**config.mk**
```make
export PLATFORM = sky130hd
export DESIGN_NAME = lphi_ctrl
export DESIGN_NICKNAME = d
export VERILOG_FILES = /design/src/hw/rtl/lphi_pkg.sv /design/src/hw/rtl/lphi_ctrl.sv
export SDC_FILE = /design/constraint.sdc
export NUM_CORES = 1
export LEC_CHECK = 0
export BUFFER_PORTS_ARGS = -buffer_cell sky130_fd_sc_hd__clkbuf_2
export CAP_MARGIN = 20
export CELL_PAD_IN_SITES_DETAIL_PLACEMENT = 0
export CELL_PAD_IN_SITES_GLOBAL_PLACEMENT = 1
export CORE_MARGIN = 4
export CORE_UTILIZATION = 25
export DETAILED_ROUTE_END_ITERATION = 8
export PLACE_DENSITY_LB_ADDON = 0.1
export SYNTH_ARGS = -nofsm -noshare
export SYNTH_HDL_FRONTEND = slang
export SYNTH_SLANG_ARGS = --single-unit
```
**constraint.sdc**
```tcl
create_clock -name clk -period 1.5 [get_ports clk]
set_input_delay 0.075 -clock clk [delete_from_list [all_inputs] [get_ports clk]]
set_output_delay 0.075 -clock clk [all_outputs]
set_load 0.005 [all_outputs]
```
**src/hw/rtl/lphi_pkg.sv**
```systemverilog
// ----------------------------------------------------------------------------
// lphi_pkg: shared types for the linear probe hash index
// Request, result, command and status structs, slot marks, modes, status codes, controller states.
// ----------------------------------------------------------------------------
package lphi_pkg;

	localparam logic [31:0] FNV_BASIS = 32'd2166136261;
	localparam logic [31:0] FNV_PRIME = 32'd16777619;

	typedef struct packed {
		logic [1:0]  mode;
		logic [63:0] key;
		logic [47:0] new_offset;
	} req_t;

	typedef struct packed {
		logic        hit;
		logic [47:0] found_offset;
		logic [1:0]  status;
	} rsp_t;

	localparam logic [1:0] MODE_LOOKUP = 2'd0;
	localparam logic [1:0] MODE_INSERT = 2'd1;
	localparam logic [1:0] MODE_DELETE = 2'd2;
	localparam logic [1:0] MODE_SPARE  = 2'd3;

	localparam logic [1:0] MARK_EMPTY = 2'd0;
	localparam logic [1:0] MARK_USED  = 2'd1;
	localparam logic [1:0] MARK_TOMB  = 2'd2;

	localparam logic [1:0] ST_DONE   = 2'd0;
	localparam logic [1:0] ST_ABSENT = 2'd1;
	localparam logic [1:0] ST_FULL   = 2'd2;

	typedef enum logic [3:0] {
		S_CLEAR, S_IDLE, S_HASH, S_HOME, S_READ, S_WAIT, S_CHECK, S_PLACE, S_OUT
	} state_t;

	typedef struct packed {
		logic clr_step;
		logic load;
		logic hash_step;
		logic set_home;
		logic advance;
		logic note_tomb;
		logic wr_match;
		logic wr_place;
		logic set_result;
		logic [1:0] res_kind;
	} cmd_t;

	typedef struct packed {
		logic clr_last;
		logic hash_done;
		logic home_done;
		logic [1:0] mark;
		logic key_eq;
		logic have_tomb;
		logic probe_last;
		logic [1:0] mode;
	} sts_t;

	localparam logic [1:0] RK_MATCH = 2'd0;
	localparam logic [1:0] RK_MISS  = 2'd1;
	localparam logic [1:0] RK_PLACE = 2'd2;
	localparam logic [1:0] RK_FULL  = 2'd3;

endpackage

```
**src/hw/rtl/lphi_ctrl.sv**
```systemverilog
// ----------------------------------------------------------------------------
// lphi_ctrl: sequencer for the hash index
// Clears marks after reset, then steps hash, home reduction, probe and write.
// ----------------------------------------------------------------------------
module lphi_ctrl (
	input  logic            clk,
	input  logic            arst_n,
	input  logic            in_valid,
	output logic            in_stall,
	output logic            out_valid,
	input  logic            out_stall,
	input  lphi_pkg::sts_t  sts,
	output lphi_pkg::cmd_t  cmd
);
	import lphi_pkg::*;

	state_t state_q, state_d;

	always_ff @(posedge clk or negedge arst_n) begin
		if (!arst_n) begin
			state_q <= S_CLEAR;
		end else begin
			state_q <= state_d;
		end
	end

	always_comb begin
		state_d   = state_q;
		cmd       = '0;
		in_stall  = 1'b1;
		out_valid = 1'b0;
		case (state_q)
			S_CLEAR: begin
				cmd.clr_step = 1'b1;
				if (sts.clr_last) state_d = S_IDLE;
			end
			S_IDLE: begin
				in_stall = 1'b0;
				if (in_valid) begin
					cmd.load = 1'b1;
					state_d  = S_HASH;
				end
			end
			S_HASH: begin
				cmd.hash_step = 1'b1;
				if (sts.hash_done) state_d = S_HOME;
			end
			S_HOME: begin
				cmd.set_home = 1'b1;
				if (sts.home_done) state_d = S_READ;
			end
			S_READ: state_d = S_WAIT;
			S_WAIT: state_d = S_CHECK;
			S_CHECK: begin
				if (sts.mark == MARK_EMPTY) begin
					state_d = S_PLACE;
				end else if (sts.mark == MARK_USED && sts.key_eq) begin
					cmd.wr_match   = 1'b1;
					cmd.set_result = 1'b1;
					cmd.res_kind   = RK_MATCH;
					state_d        = S_OUT;
				end else begin
					cmd.note_tomb = (sts.mark == MARK_TOMB) && !sts.have_tomb;
					if (sts.probe_last) begin
						state_d = S_PLACE;
					end else begin
						cmd.advance = 1'b1;
						state_d     = S_READ;
					end
				end
			end
			S_PLACE: begin
				cmd.set_result = 1'b1;
				if (sts.mode != MODE_INSERT) begin
					cmd.res_kind = RK_MISS;
				end else if (sts.have_tomb || sts.mark == MARK_EMPTY) begin
					cmd.wr_place = 1'b1;
					cmd.res_kind = RK_PLACE;
				end else begin
					cmd.res_kind = RK_FULL;
				end
				state_d = S_OUT;
			end
			S_OUT: begin
				out_valid = 1'b1;
				if (!out_stall) state_d = S_IDLE;
			end
			default: state_d = S_IDLE;
		endcase
	end
endmodule

```
==> flow_summary.toml, run 1 <==
[finish]
final_common_cell = "clkbuf_2"
final_cell_area_um2 = 733
final_core_util_pct = 42.9
reg_top3 = "state_q (4)"
regArea_um2 = 105
drive_gt1_share_pct = 60.4
final_cell_mix = "clkbuf_2, buf_4"
nets = 107
multi_input_area_um2 = 328
num-fill-cells = 189
regMostFlops = "state_q"
syn_to_final_growth_pct = 64.1
largest_register_ffs = 4
antenna_cells = 0

[global_route]
grt_pass1_wl_mm = 2.15
antenna_found_initial = 0
grt_usage_pct = 11.3
grt_max_degree = 12
grt_pass1_vias = 513
grt_overflow_total = 0

[die]
core_um2 = 1710
fp.dieArea_um2 = 2530
num_rows = 15
die_h_um = 50.3
ios = 27
die_w_um = 50.3
start_util_pct = 26.2

[synthesis]
syn-cell-area_um2 = 447
avgSynthCellArea_um2 = 8.27
yosysWarnings = 0
synthFlopType = "dfrtp_1"
yosys_register_bits = 4
syn_inst = 54
synth_nets = 68
synth_cell_types = 29
yosysSeqAreaShare_pct = 22.4
async_flop_share_pct = 100
synth_edf_count = 0

[drt]
dr_wl_met3_um = 100
wl_per_cell_um = 12.4
dr_total_vias = 545
initialDrtViolationCount = 2
dr.pass1.iters = 5
routed_via_density = 4.70
routed_wl_mm = 1.44
routed.top_layer = "met4"
wl_met1_um = 565
route.detailed.drc = 0
ant_nets = 0
wl_met2_um = 737

[clocking]
cts-buffers-inserted = 3
cts_buffer_depth = 2
root_buffer = "clkbuf_4"
cts.sinks = 4
clock_latency_ps = 240
cts.clk_slew.worst_paths_ps = 40
cts_tree = "done"
cts-htree-levels = 1

[min_path]
min-delay-path-class = "primary input to asynchronous set/reset pin"

[power_and_ir_drop]
cellPowerDensity_nw_per_um2 = 1560
ir_drop_mv = 0.466
total_power_mw = 1.14
power.leakage_nw = 0.368

[timing]
period_needed_ps = 1450
rsz0062_at_grt = "true"
finalCritPeriodShare_pct = 96.4
worst_pin_slew_ps = 281
holdWs_ps = 176
slew_viol_final = 0
slew_headroom_pct = 81.1
fin_worst_skew_ps = 6.35
hold_viol_final = 0
fmax_mhz = 691
setup_viol = 0

[worst_setup_path]
crit_fanout = 8
r2r-end = "state_q[0]$_DFFE_PN0P_"
rr_worst_depth = 5
startpoint_type = "flop"
path_class = "flop to primary output"
r2r_setup_slack_ps = 70
r2r-start = "state_q[1]$_DFFE_PN0P_"
endpoint_kind = "primary output"
cp.arrival_ps = 1370
critPathRequiredTime_ps = 1420

[placement]
gp_congestion = 0.737
dpl.hpwl_um = 994
placed_cell_area_um2 = 582
port_buffers = 26

[status]
outcome = "completed"

[run]
cap_violations = 0
==> repair_timing <==
item                       4_1_cts  5_1_grt
setup endpoints to repair        6        9
hold endpoints to repair         4        0
pin swaps                        0        4
setup buffers                    5        4
gates resized for setup          5       11
hold buffers                     1        0
==> worst max path at each step <==
stage,startpoint,slack (ps),cells past startpoint,to
finish,state_q[0]$_DFFE_PN0P_,50,4,cmd[3]
global route,state_q[0]$_DFFE_PN0P_,-50,4,cmd[1]
CTS,state_q[0]$_DFFE_PN0P_,-7,5,state_q[1]$_DFFE_PN0P_
detailed placement,state_q[1]$_DFFE_PN0P_,50,4,state_q[2]$_DFFE_PN0P_
global placement,state_q[0]$_DFFE_PN0P_,10,4,state_q[0]$_DFFE_PN0P_
floorplan,state_q[2]$_DFFE_PN0P_,170,5,state_q[1]$_DFFE_PN0P_
==> routing by layer <==
metal	GRT usage, %	vias to the layer above
met3	2.67	4
met1	12.5	244
met2	18.5	25
met4	8.29	0
li1	-	272
met5	0	-
==> stage by stage <==
step	setup slack, ps	cells	TNS [ps]
finish	53.6	116	0
global route	-53.3	116	-180
CTS	-6.56	112	-6.56
detailed placement	48.0	103	0
global placement	12.7	103	0
floorplan	168	54	0
==> layout make-up <==
cell class / count / area share, %
Multi-Input combinational cell: 42 / 44.7
Timing Repair Buffer: 38 / 31.6
Sequential cell: 4 / 14.3
Tap cell: 25 / 4.27
Clock buffer: 3 / 3.07
Inverter: 4 / 2.05
==> cells by family (layout without fill, tap and decap cells) <==
logic type	count (synthesis)	count (layout)	share of synthesized area, %
and+or+nand+nor	30	30	40.6
AOI/OAI and AO/OA	11	11	22.1
buffers and inverters	8	45	12.6
DFF	4	4	22.4
muxes	1	1	2.24
==> critical path: stages, from the launching register on <==
cell,delay [ps]
dfrtp_2,460
nand2_2,80
or3_4,360
nor2b_1,120
clkbuf_2,120
==> synth_stat cells (2+ instances only) <==
cell      count  area, um^2
inv_1         4        15.0
nand3_1       2        10.0
buf_6         3        33.8
nand2b_1      2        12.5
dfrtp_1       4         100
a211oi_1      2        15.0
nor2b_1       3        18.8
a21oi_1       2        10.0
nand2_1       5        18.8
nor4_1        2        12.5
nor2_1        5        18.8
nor3_1        3        15.0
==> power by group <==
group | switching [mW] | internal, mW | leakage [nW] | total (mW)
registers | 0.0907 | 0.160 | 0.0459 | 0.251
clock network | 0.0454 | 0.0896 | 0.0138 | 0.135
logic | 0.364 | 0.394 | 0.309 | 0.758
total | 0.500 | 0.644 | 0.368 | 1.14
No activity file was read; power rests on OpenSTA's default activity.
==> inputs of run 2 (changes only) <==
--- a/config.mk
+++ b/config.mk
@@ -12,6 +12,7 @@
 export CORE_MARGIN = 4
 export CORE_UTILIZATION = 25
 export DETAILED_ROUTE_END_ITERATION = 8
+export GPL_TIMING_DRIVEN = 0
 export PLACE_DENSITY_LB_ADDON = 0.1
 export SYNTH_ARGS = -nofsm -noshare
 export SYNTH_HDL_FRONTEND = slang
==> flow_summary.toml, run 2 (synthesis results as in run 1) <==
[min_path]
min-delay-path-class = "primary input to flop"
holdPathStages = 3

[finish]
nets = 106
final_cell_mix = "clkbuf_2, buf_4, nor2_1"
reg_top3 = "state_q (4)"
final_common_cell = "clkbuf_2"
syn_to_final_growth_pct = 59.7
regMostFlops = "state_q"
drive_gt1_share_pct = 55.6
largest_register_ffs = 4
antenna_cells = 0
num-fill-cells = 193
final_cell_area_um2 = 713

[global_route]
grt_pass1_wl_mm = 2.16
antenna_found_initial = 0
grt_pass1_vias = 511
grt_overflow_total = 0
grt_usage_pct = 11.1
grt_max_degree = 11

[timing]
worst_pin_slew_ps = 271
worst_slack_ps = 58.7
tns_ps = 0
hold_viol_final = 0
rsz0062_at_grt = "true"
fin_worst_skew_ps = 1.75
slew_viol_final = 0
holdWs_ps = 99.6
fmax_mhz = 694
finalCritPeriodShare_pct = 96.1
slew_headroom_pct = 81.8
period_needed_ps = 1440
setup_viol = 0

[power_and_ir_drop]
p_int_uw = 624
pwr-share-comb_pct = 70.7
cellPowerDensity_nw_per_um2 = 1520
p_seq_share_pct = 16.8
total_power_mw = 1.08
power.share.switching_pct = 42.4
ir_drop_mv = 0.509
power_switching_uw = 459
power.leakage_nw = 0.370
pwr-share-clk_pct = 12.4

[clocking]
cts_tree = "done"
root_buffer = "clkbuf_4"
cts-buffers-inserted = 3
cts_buffer_depth = 2
cts.sinks = 4
clock_latency_ps = 240
cts.clk_slew.worst_paths_ps = 40
cts-htree-levels = 1

[drt]
routed_via_density = 4.64
routed_wl_mm = 1.26
route.detailed.drc = 0
dr_total_vias = 534
dr.pass1.iters = 3
initialDrtViolationCount = 3
ant_nets = 0
wl_per_cell_um = 10.9

[placement]
dpl.hpwl_um = 979
placed_cell_area_um2 = 608
port_buffers = 26
place_worst_setup_slack_ps = 87.9
gp_congestion = 0.669

[worst_setup_path]
cp.arrival_ps = 1370
crit_fanout = 9
path_class = "flop to primary output"
endpoint_kind = "primary output"
startpoint_type = "flop"
critPathRequiredTime_ps = 1420
rr_worst_depth = 4

[die]
start_util_pct = 26.2
core_um2 = 1710
fp.dieArea_um2 = 2530
ios = 27
die_w_um = 50.3
num_rows = 15
die_h_um = 50.3

[status]
outcome = "completed"

[run]
cap_violations = 0
==> run 2: worst max-delay path: stages (launching register included) <==
cell and delay [ps]:
dfrtp_1 380, buf_6 140, and4bb_1 310, nand2_1 70, nor3_2 90, buf_2 130
==> run 2: final timing paths <==
check	from	slack (ps)	end
worst max-delay path	state_q[3]$_DFFE_PN0P_	60	cmd[6]
min in group asynchronous	arst_n	180	state_q[3]$_DFFE_PN0P_
worst min register to register	state_q[1]$_DFFE_PN0P_	630	state_q[2]$_DFFE_PN0P_
worst min-delay path	out_stall	100	state_q[3]$_DFFE_PN0P_
worst max register to register	state_q[1]$_DFFE_PN0P_	80	state_q[2]$_DFFE_PN0P_
max in group asynchronous	arst_n	1200	state_q[0]$_DFFE_PN0P_
==> run 2: final cells by class <==
type                            instances  area (um^2)  share of cell area [%]
Buffer                                  4         45.0                    6.32
Multi-Input combinational cell         42          314                    44.0
Sequential cell                         4          100                    14.0
Timing Repair Buffer                   33          185                    26.0
Inverter                                4         15.0                    2.11
Clock buffer                            3         22.5                    3.16
Tap cell                               25         31.3                    4.39
==> run 2: what timing repair did <==
| action | CTS | global route |
|---|---|---|
| cloned | 0 | 0 |
| setup buffers | 2 | 4 |
| endpoints found under the setup margin | 4 | 8 |
| pin swaps | 0 | 2 |
| gates resized for setup | 3 | 8 |
| hold endpoints to repair | 4 | 0 |
| hold buffers | 1 | 0 |
==> run 2: routing by layer <==
| metal | GRT usage (%) | share of wire [%] |
|---|---|---|
| met3 | 2.08 | 6.8 |
| met2 | 17.8 | 49 |
| met1 | 13.4 | 44 |
| met5 | 0 | 0 |
| met4 | 6.91 | 0 |
==> run 2: power groups by stage <==
stage,Combinational (mW),Sequential [mW],Clock [mW]
2_1_floorplan,0.497,0.173,0
3_3_place_gp,0.676,0.177,0
3_5_place_dp,0.667,0.180,0
4_1_cts,0.722,0.179,0.142
5_1_grt,0.856,0.189,0.151
6_report,0.766,0.182,0.135
==> run 2: through the flow <==
| stage | cells | utilization [%] |
|---|---|---|
| after floorplan | 54 | - |
| after global placement | 105 | 35.6 |
| after detailed placement | 105 | 35.6 |
| after CTS | 111 | 39.0 |
| after global routing | 115 | 41.8 |
| final | 115 | 41.8 |
